File: config.mk
export PLATFORM = sky130hd
export DESIGN_NAME = lcd_scanline_timing_generator_unit
export DESIGN_NICKNAME = d
export VERILOG_FILES = /design/src/design/lcdst_pkg.sv /design/src/design/lcdst_line_step.sv /design/src/design/lcd_scanline_timing_generator_unit.sv
export SDC_FILE = /design/constraint.sdc
export NUM_CORES = 1
export LEC_CHECK = 0
export BUFFER_PORTS_ARGS = -buffer_cell sky130_fd_sc_hd__buf_4
export CAP_MARGIN = 20
export CORE_MARGIN = 5
export CORE_UTILIZATION = 43
export DETAILED_ROUTE_END_ITERATION = 16
export PLACE_DENSITY = 0.7
export SYNTH_ARGS = -nofsm -noshare
export SYNTH_HDL_FRONTEND = slang
export SYNTH_SLANG_ARGS = --single-unit
File: constraint.sdc
create_clock -name i_clk -period 7.5 [get_ports i_clk]
set_clock_uncertainty 0.2 [all_clocks]
set_input_delay 2.25 -clock i_clk [delete_from_list [all_inputs] [get_ports i_clk]]
set_output_delay 2.25 -clock i_clk [all_outputs]
set_load 0.005 [all_outputs]
File: src/design/lcdst_pkg.sv
// lcdst_pkg: shared types and timing constants for the scanline timing generator
// no dependencies; used by lcdst_line_step, lcd_scanline_timing_generator_unit and lcdst_status_checker
package lcdst_pkg;

    localparam int unsigned ACCUM_W = 12;
    localparam int unsigned LINE_W  = 8;

    localparam logic [ACCUM_W-1:0] DRAW_END   = 12'd960;
    localparam logic [ACCUM_W-1:0] LINE_LEN   = 12'd1232;
    localparam logic [ACCUM_W-1:0] LINE_LEN_2 = 12'd2464;
    localparam logic [ACCUM_W-1:0] LINE_LEN_3 = 12'd3696;

    localparam logic [LINE_W:0] VISIBLE_LINES = 9'd160;
    localparam logic [LINE_W:0] TOTAL_LINES   = 9'd228;

    localparam logic [1:0] PHASE_CODE_DRAW   = 2'd0;
    localparam logic [1:0] PHASE_CODE_HBLANK = 2'd1;
    localparam logic [1:0] PHASE_CODE_VBLANK = 2'd2;

    typedef enum logic [2:0] {
        PH_DRAW   = 3'b001,
        PH_HBLANK = 3'b010,
        PH_VBLANK = 3'b100
    } t_phase;

    typedef struct packed {
        logic [ACCUM_W-1:0] accum;
        t_phase             phase;
        logic [LINE_W-1:0]  line;
        logic               vblank;
        logic               hblank;
        logic               match;
    } t_timing_state;

    typedef struct packed {
        logic draw_line;
        logic frame_ready;
    } t_events;

endpackage

File: src/design/lcdst_line_step.sv
// lcdst_line_step: next-state logic of the scanline timing, one update per call
// depends on lcdst_pkg
module lcdst_line_step (
    input  lcdst_pkg::t_timing_state        i_state,
    input  logic [lcdst_pkg::ACCUM_W-1:0]   i_add,
    input  logic [lcdst_pkg::LINE_W-1:0]    i_line_compare,
    output lcdst_pkg::t_timing_state        o_state,
    output lcdst_pkg::t_events              o_events
);

    logic [lcdst_pkg::ACCUM_W-1:0] sum;
    logic [lcdst_pkg::ACCUM_W-1:0] wrapped;
    logic [lcdst_pkg::LINE_W:0]    next_line;
    logic [lcdst_pkg::LINE_W-1:0]  stored_line;
    logic                          line_end;

    always_comb begin
        sum = i_state.accum + i_add;
        if (sum >= lcdst_pkg::LINE_LEN_3) begin
            wrapped = sum - lcdst_pkg::LINE_LEN_3;
        end else if (sum >= lcdst_pkg::LINE_LEN_2) begin
            wrapped = sum - lcdst_pkg::LINE_LEN_2;
        end else if (sum >= lcdst_pkg::LINE_LEN) begin
            wrapped = sum - lcdst_pkg::LINE_LEN;
        end else begin
            wrapped = sum;
        end

        next_line   = {1'b0, i_state.line} + 9'd1;
        stored_line = (next_line >= lcdst_pkg::TOTAL_LINES) ? '0
                                                             : next_line[lcdst_pkg::LINE_W-1:0];
        line_end    = (sum >= lcdst_pkg::LINE_LEN);

        o_state       = i_state;
        o_state.accum = sum;
        o_events      = '0;

        case (i_state.phase)
            lcdst_pkg::PH_HBLANK: begin
                if (line_end) begin
                    o_state.accum = wrapped;
                    o_state.line  = stored_line;
                    o_state.match = (stored_line == i_line_compare);
                    o_state.hblank = 1'b0;
                    if (next_line == lcdst_pkg::VISIBLE_LINES) begin
                        o_state.phase  = lcdst_pkg::PH_VBLANK;
                        o_state.vblank = 1'b1;
                        o_events.frame_ready = 1'b1;
                    end else begin
                        o_state.phase  = lcdst_pkg::PH_DRAW;
                        o_state.vblank = 1'b0;
                    end
                end
            end
            lcdst_pkg::PH_VBLANK: begin
                if (line_end) begin
                    o_state.accum = wrapped;
                    o_state.line  = stored_line;
                    o_state.match = (stored_line == i_line_compare);
                    if (next_line == lcdst_pkg::TOTAL_LINES) begin
                        o_state.phase  = lcdst_pkg::PH_DRAW;
                        o_state.vblank = 1'b0;
                        o_state.hblank = 1'b0;
                    end
                end
            end
            default: begin
                if (sum >= lcdst_pkg::DRAW_END) begin
                    o_state.phase  = lcdst_pkg::PH_HBLANK;
                    o_state.hblank = 1'b1;
                    o_state.vblank = 1'b0;
                    o_events.draw_line = 1'b1;
                end
            end
        endcase
    end

endmodule

File: src/design/lcd_scanline_timing_generator_unit.sv
// lcd_scanline_timing_generator_unit: scanline timing top level with output register
// output: a result is registered and becomes valid in the cycle after its input transaction is accepted
// rate: one transaction per cycle while the output register is not held by back-pressure
// o_in_ready stays high while the output register is empty or being drained
// reset (synchronous, active low) clears timing state, line compare and output valid
// depends on lcdst_pkg and lcdst_line_step
module lcd_scanline_timing_generator_unit #(
    parameter int unsigned ELAPSED_BITS = 10
) (
    input  logic       i_clk,
    input  logic       i_rst_n,
    input  logic       i_in_valid,
    output logic       o_in_ready,
    input  logic [9:0] i_elapsed_cycles,
    input  logic       i_cfg_valid,
    output logic       o_cfg_ready,
    input  logic [7:0] i_cfg_line_compare,
    output logic       o_out_valid,
    input  logic       i_out_ready,
    output logic [7:0] o_line_number,
    output logic [1:0] o_phase,
    output logic       o_vblank_flag,
    output logic       o_hblank_flag,
    output logic       o_line_match,
    output logic       o_draw_line,
    output logic       o_frame_ready
);

    lcdst_pkg::t_timing_state      r_state;
    lcdst_pkg::t_timing_state      n_state;
    lcdst_pkg::t_events            n_events;
    logic [7:0]                    r_line_compare;
    logic                          r_out_valid;
    logic [lcdst_pkg::ACCUM_W-1:0] add;
    logic                          in_fire;
    logic [1:0]                    phase_code;

    logic [7:0] r_line_number;
    logic [1:0] r_phase;
    logic       r_vblank;
    logic       r_hblank;
    logic       r_match;
    logic       r_draw_line;
    logic       r_frame_ready;

    assign add = {{(lcdst_pkg::ACCUM_W-ELAPSED_BITS){1'b0}},
                  i_elapsed_cycles[ELAPSED_BITS-1:0]};

    assign o_in_ready  = !r_out_valid || i_out_ready;
    assign o_cfg_ready = 1'b1;
    assign in_fire     = i_in_valid && o_in_ready;

    lcdst_line_step u_step (
        .i_state        (r_state),
        .i_add          (add),
        .i_line_compare (r_line_compare),
        .o_state        (n_state),
        .o_events       (n_events)
    );

    always_comb begin
        case (n_state.phase)
            lcdst_pkg::PH_HBLANK: phase_code = lcdst_pkg::PHASE_CODE_HBLANK;
            lcdst_pkg::PH_VBLANK: phase_code = lcdst_pkg::PHASE_CODE_VBLANK;
            default:              phase_code = lcdst_pkg::PHASE_CODE_DRAW;
        endcase
    end

    always_ff @(posedge i_clk) begin
        if (!i_rst_n) begin
            r_state        <= '{accum: '0, phase: lcdst_pkg::PH_DRAW, line: '0,
                                vblank: 1'b0, hblank: 1'b0, match: 1'b0};
            r_line_compare <= '0;
            r_out_valid    <= 1'b0;
        end else begin
            if (i_cfg_valid) begin
                r_line_compare <= i_cfg_line_compare;
            end
            if (in_fire) begin
                r_state     <= n_state;
                r_out_valid <= 1'b1;
            end else if (i_out_ready) begin
                r_out_valid <= 1'b0;
            end
        end
    end

    always_ff @(posedge i_clk) begin
        if (in_fire) begin
            r_line_number <= n_state.line;
            r_phase       <= phase_code;
            r_vblank      <= n_state.vblank;
            r_hblank      <= n_state.hblank;
            r_match       <= n_state.match;
            r_draw_line   <= n_events.draw_line;
            r_frame_ready <= n_events.frame_ready;
        end
    end

    assign o_out_valid   = r_out_valid;
    assign o_line_number = r_line_number;
    assign o_phase       = r_phase;
    assign o_vblank_flag = r_vblank;
    assign o_hblank_flag = r_hblank;
    assign o_line_match  = r_match;
    assign o_draw_line   = r_draw_line;
    assign o_frame_ready = r_frame_ready;

    // draw end always lands in horizontal blank
    a_draw_in_hblank: assert property (@(posedge i_clk) disable iff (!i_rst_n)
        (o_out_valid && o_draw_line) |->
            (o_phase == lcdst_pkg::PHASE_CODE_HBLANK && o_hblank_flag))
        else $error("draw_line outside horizontal blank");

    // frame ready only on the first blank line
    a_frame_at_160: assert property (@(posedge i_clk) disable iff (!i_rst_n)
        (o_out_valid && o_frame_ready) |->
            (o_line_number == 8'd160 && o_vblank_flag &&
             o_phase == lcdst_pkg::PHASE_CODE_VBLANK))
        else $error("frame_ready off the first vblank line");

    // vblank status bit tracks the vblank phase
    a_vblank_bit: assert property (@(posedge i_clk) disable iff (!i_rst_n)
        (r_state.phase == lcdst_pkg::PH_VBLANK) == r_state.vblank)
        else $error("vblank bit out of step with phase");

    // line count stays inside the frame
    a_line_range: assert property (@(posedge i_clk) disable iff (!i_rst_n)
        r_state.line < 8'd228)
        else $error("line count out of range");

endmodule

Word-level counts from Yosys, hierarchy flattened
Index checks and enable logic that the tools add are counted.
- flip-flop bits (word level): 50
- latch bits: 0
- RAM bits: 0
- ROM bits: 0
- input port bits: 23
- logic and storage cells: 58
- memories kept: 0
- add/sub/neg operators: 5
- multiply operators: 0
- div/mod/pow operators: 0
- magnitude comparators: 5
- equality and inequality tests: 7
- shift-type cells: 0
- muxes and demuxes: 20
- bitwise logic cells: 0
- reduce and logical (&&, ||, !) cells: 6
- operators with widths (kind ; number):
    $mux 26 ; 2
    $ge 12x12->1 const B ; 2
    $mux 12 ; 2
    $pmux 12 s2 ; 1
    $sub 12x12->12 const B ; 2
    $eq 9x8->1 const B ; 2
    $pmux 8 s2 ; 1
    $add 12x10->12 ; 1
    $ge 12x10->1 const B ; 1
    $ge 12x11->1 const B ; 1
    $sub 12x11->12 const B ; 1
    $add 8x1->9 const B ; 1
    $ge 9x8->1 const B ; 1
    $mux 3 ; 3
    $eq 8x8->1 ; 1
    $mux 8 ; 1
    $pmux 2 s2 ; 2
    $eq 3x2->1 const B ; 2
    $eq 3x3->1 const B ; 2
    $pmux 3 s2 ; 1
    $mux 1 ; 4
    $mux 2 ; 2
    $pmux 1 s2 ; 1
    $reduce_and 2->1 ; 1
    5 further kinds ; 5

Longest topological paths before layout
- depth after elaboration: 8
- gate-level depth with buffers: 15
- depth with buffers taken out: 14

Cells and area by module
A second synthesis with hierarchy kept.
- cells, all modules: 449
- area, all modules: 3816.2 sq um
- modules (own cells, without submodules) (module ; instances ; cells each ; area an instance (sq um) ; sequential area each (sq um)):
    lcdst_line_step ; 1 ; 285 ; 1924.3 ; 0.0
    lcd_scanline_timing_generator_unit ; 1 ; 164 ; 1891.8 ; 1151.1

Worst setup path after synthesis
OpenSTA, ideal clock, no wires.
- path kind: input to register
- from: in i_elapsed_cycles[0]
- to: reg r_state[21] in the netlist's numbering
- arrival time: 5.218 ns
- required time: 7.221 ns
- path slack: 2.003 ns
- stages: 15
- cells stage by stage: ha_1 inv_1 fa_1 nand2b_2 a211oi_1 a211o_1 buf_6 clkinv_2 ha_1 nor3b_1 o211a_1 o31ai_4 mux2i_1 mux2_4 a211oi_2
- word-level cells in the longest chain between the ends: 6
- elaborated cells on any way between the ends: 12
- classes of those cells: add/sub: 4; order compare: 3; mux: 5
- ends and longest elaborated chain (what ; RTL line ; source):
    start: declaration ; lcd_scanline_timing_generator_unit.sv:14 ; input logic [9:0] i_elapsed_cycles,
    $add 12x10->12 * ; lcdst_line_step.sv:18 ; sum = i_state.accum + i_add;
    $sub 12x11->12 (tied with other cells) ; lcdst_line_step.sv:24 ; wrapped = sum - lcdst_pkg::LINE_LEN;
    $mux 12 ; lcdst_line_step.sv:21 ; end else if (sum >= lcdst_pkg::LINE_LEN_2) begin
    $mux 12 ; lcdst_line_step.sv:19 ; if (sum >= lcdst_pkg::LINE_LEN_3) begin
    $mux 26 (on tied branches) ; lcdst_line_step.sv:56, lcdst_line_step.sv:40 ;
    $pmux 12 s2 * ; lcdst_line_step.sv:38 ; case (i_state.phase)
    end signal: assignment ; lcd_scanline_timing_generator_unit.sv:71 ; r_state <= '{accum: '0, phase: lcdst_pkg::PH_DRAW, line: '0,
    end signal: assignment ; lcd_scanline_timing_generator_unit.sv:80 ; r_state <= n_state;
    end: declaration ; lcd_scanline_timing_generator_unit.sv:29 ; lcdst_pkg::t_timing_state r_state;
Mark *: on every way between the ends. The rest lies on a longest branch, timed or not.
A chain may end at the register's enable or synchronous reset.

==> impl_results.md <==
* Status: finished clean
* Clock root buffer: clkbuf_8
* Number of synthesized flops with an enable pin at 15
* Count of endpoints failing setup in the final report at 0
* Static leakage power at 1.67 nW
* Yosys warnings at 0
* Worst setup path class: in2reg
* Area of the mapped netlist at 0.00371 mm²
* Proportion of synthesized flip-flops having asynchronous set or reset at 0
* Number of detailed-route iterations in the first pass at 5
* WHS at 275 ps
* Global-route wire length before repair at 14100 µm
* Count of unresolved DRC violations after routing at 0
* Post-CTS Repair Setup Buffers at 0
* Maximum clock frequency at 0.171 GHz
* Number of vias per cell at around 5.9
* Biggest area contributors in the synthesized netlist: dfxtp_1, edfxtp_1, ha_1, nor2_1, nand2_1
* Remaining Overflow, GRT at 0
* Net switching power at 0.335 mW
* Clock buffer count from CTS at 5
* Slew of the pin with the lowest slew margin at 828 ps
* Initial core utilization at 0.434
* Final Critical Period at 5860 ps
* Fraction of final layout cells sized beyond drive strength 1 at 0.150
* Most congested layer reported by global routing: met2
* Clk Latency, worst-skew pair at 300 ps
* Layout net count at roughly 500
* Via count of the first global-routing pass at 3031
* Final routed wirelength across all metal layers at 8760 µm
* Initial antenna violation count at 0
* RSZ-0062 raised after global routing: false
* Critical path data arrival time at ~5800 ps
* Cell taking the most area after synthesis: dfxtp_1
* Number of sinks on the clock net at 50
* VDD IR-drop max at 0.0000856 V
* Final hold violations at 0
* Total vias in the final route at 3350
* Worst slew slack as a fraction of its limit at 0.448
* #FFs+latches synth at 50
* Maximum clock path buffer count at 2
* Synthesized instance count at 437
* Met3 capacity usage during global routing at 0.0318
* Final period utilization at 0.781
* Total nets after synthesis at 479
* Ports placed on the boundary at 41
* Cell Int Power at 0.529 mW
* Die Wd at 103 µm
* Number of placement rows at 34
* Proportion of synthesized chip area in sequential cells at 0.310
* Number of hold-repair buffers added at the cts stage at 0
* Synth cell types at 83
* Max-slew violations at 0
* Sequential Power Share at 0.382
* Final RePlAce weighted congestion at 0.911
* Number of max-cap violations at 0
* WL per Instance at 15.4 µm
* Largest net degree at the start of global routing at 29
* Power density over cell area at ~210 mW/mm²
* Grt met1 use at 0.213
* Dpl hpwl at 6570 µm
* Number of H-tree levels at 2
* Highest net fanout along the worst path at 27
* Predominant post-synthesis flop cell: dfxtp_1
* Grt met2 use at 0.282
* Chip Height at between 100 and 150 µm
* Overall track demand over capacity in global routing at 0.164
* Data required time of the worst path at 7460 ps
* Synthesized area divided by synthesized cell count at roughly 8.5 µm²
* Filler Cells Inserted at 822
* Class of the worst hold path: reg2reg
* Type of element launching the critical path: primary input
* Core area at 0.00855 mm²
* Area added between synthesis and finish at 10.8%
* Clock network fraction of design power at 0.175
* Diodes inserted at 0
* Yosys top cell area share at 0.189
* Antenna viol nets, final at 0
* Proportion of total power due to net switching at 0.388
* CTS tree: built
* Violation count after the first detailed-routing iteration at ~260
* Type of destination of the critical path: register
* Fin Setup TNS at 0 ps
* Gates resized, CTS repair at 0
* Combinational share of power at 0.443
* Number of port buffers at 39
* Clock slew seen by the registers of the worst setup and hold paths at 90 ps
* Die Footprint at 0.0106 mm²
==> sequential cells by signal (all words and copies together) (netlist names) <==
register        cells
r_state            26
o_line_number       8
r_line_compare      8
o_phase             2
o_draw_line         1
o_frame_ready       1
o_hblank_flag       1
o_line_match        1
o_out_valid         1
o_vblank_flag       1
==> synthesized netlist by cell type (all sizes together) (7+ instances only) <==
cell and count:
edfxtp 15, o21ai 24, a211oi 7, nor2 42, nand3 14, clkbuf 14, ha 18, xnor2 11
inv 15, mux2i 11, nand2b 10, dfxtp 35, nand2 35, o31ai 7, a31oi 12, and3 8
a21o 8, xor2 9, nor3 12, a21oi 23, buf 12
==> critical path, stage by stage <==
cell	delay, ps
buf_4	110
ha_1	330
a211oi_4	340
o21ai_2	150
xnor2_1	600
ha_1	340
nand2_1	70
a311o_1	420
a31oi_4	640
mux2_2	420
nor2_1	80
nor3_1	50
==> per-stage QoR <==
stage	util	std cells	setup slack, ps	power [mW]	area, µm²
floorplan	-	437	2000	0.626	3710
global placement	0.472	561	1380	0.703	4040
detailed placement	0.472	561	1370	0.709	4040
CTS	0.481	569	1670	0.863	4120
global route	0.481	569	1320	0.921	4120
finish	0.481	569	1640	0.864	4120
==> per-layer routing <==
metal	vias up	routed length, µm	part of all wire
met4	0	93	0.011
met3	11	488	0.056
met2	104	4140	0.47
met1	1566	4040	0.46
met5	-	0	0
li1	1669	-	-
==> cell families after synthesis <==
group | after synthesis | synth area share
multiplexers | 14 | 0.0397
XOR/XNOR | 20 | 0.0492
adder cells (fa/ha/maj) | 19 | 0.0660
flip-flops | 50 | 0.310
AND/OR/NAND/NOR | 163 | 0.227
other | 1 | 0.00101
buffers and inverters | 42 | 0.0515
AO/OA/AOI/OAI | 128 | 0.255
==> final timing paths <==
check / from / endpoint / slack, ps / cells past startpoint
min reg2reg: r_state[14] / r_state[14] / 280 / 2
min: r_state[14] / r_state[14] / 280 / 2
max reg2reg: r_state[14] / r_state[6] / 3340 / 14
max: i_elapsed_cycles[1] / r_state[7] / 1640 / 12
==> cell type report <==
cell class / instances / area (µm²) / area share
Multi-Input combinational cell: 345 / 2370 / 0.576
Sequential cell: 50 / 1150 / 0.280
Timing Repair Buffer: 42 / 315 / 0.0766
Tap cell: 108 / 135 / 0.0328
Clock buffer: 8 / 80.1 / 0.0195
Inverter: 16 / 61.3 / 0.0149
==> power groups by stage <==
stage | Combinational, mW | Sequential [mW] | Clock [mW]
final | 0.383 | 0.330 | 0.151
after global routing | 0.419 | 0.334 | 0.168
after CTS | 0.376 | 0.330 | 0.157
after detailed placement | 0.373 | 0.336 | 0
after global placement | 0.368 | 0.335 | 0
after floorplan | 0.298 | 0.328 | 0
==> layout by cell type, fill, tap and decap left out, types with 6 or more instances in the layout <==
| cell | instances |
|---|---|
| a21o_1 | 8 |
| a21oi_1 | 21 |
| a31oi_1 | 11 |
| and3_1 | 8 |
| buf_4 | 42 |
| dfxtp_1 | 35 |
| edfxtp_1 | 15 |
| ha_1 | 18 |
| inv_1 | 15 |
| mux2i_1 | 11 |
| nand2_1 | 34 |
| nand2b_1 | 9 |
| nand3_1 | 14 |
| nor2_1 | 41 |
| nor3_1 | 12 |
| nor4_1 | 6 |
| o21ai_0 | 21 |
| o31ai_1 | 6 |
| xnor2_1 | 10 |
| xor2_1 | 9 |
(Power assumes the default switching activity.)
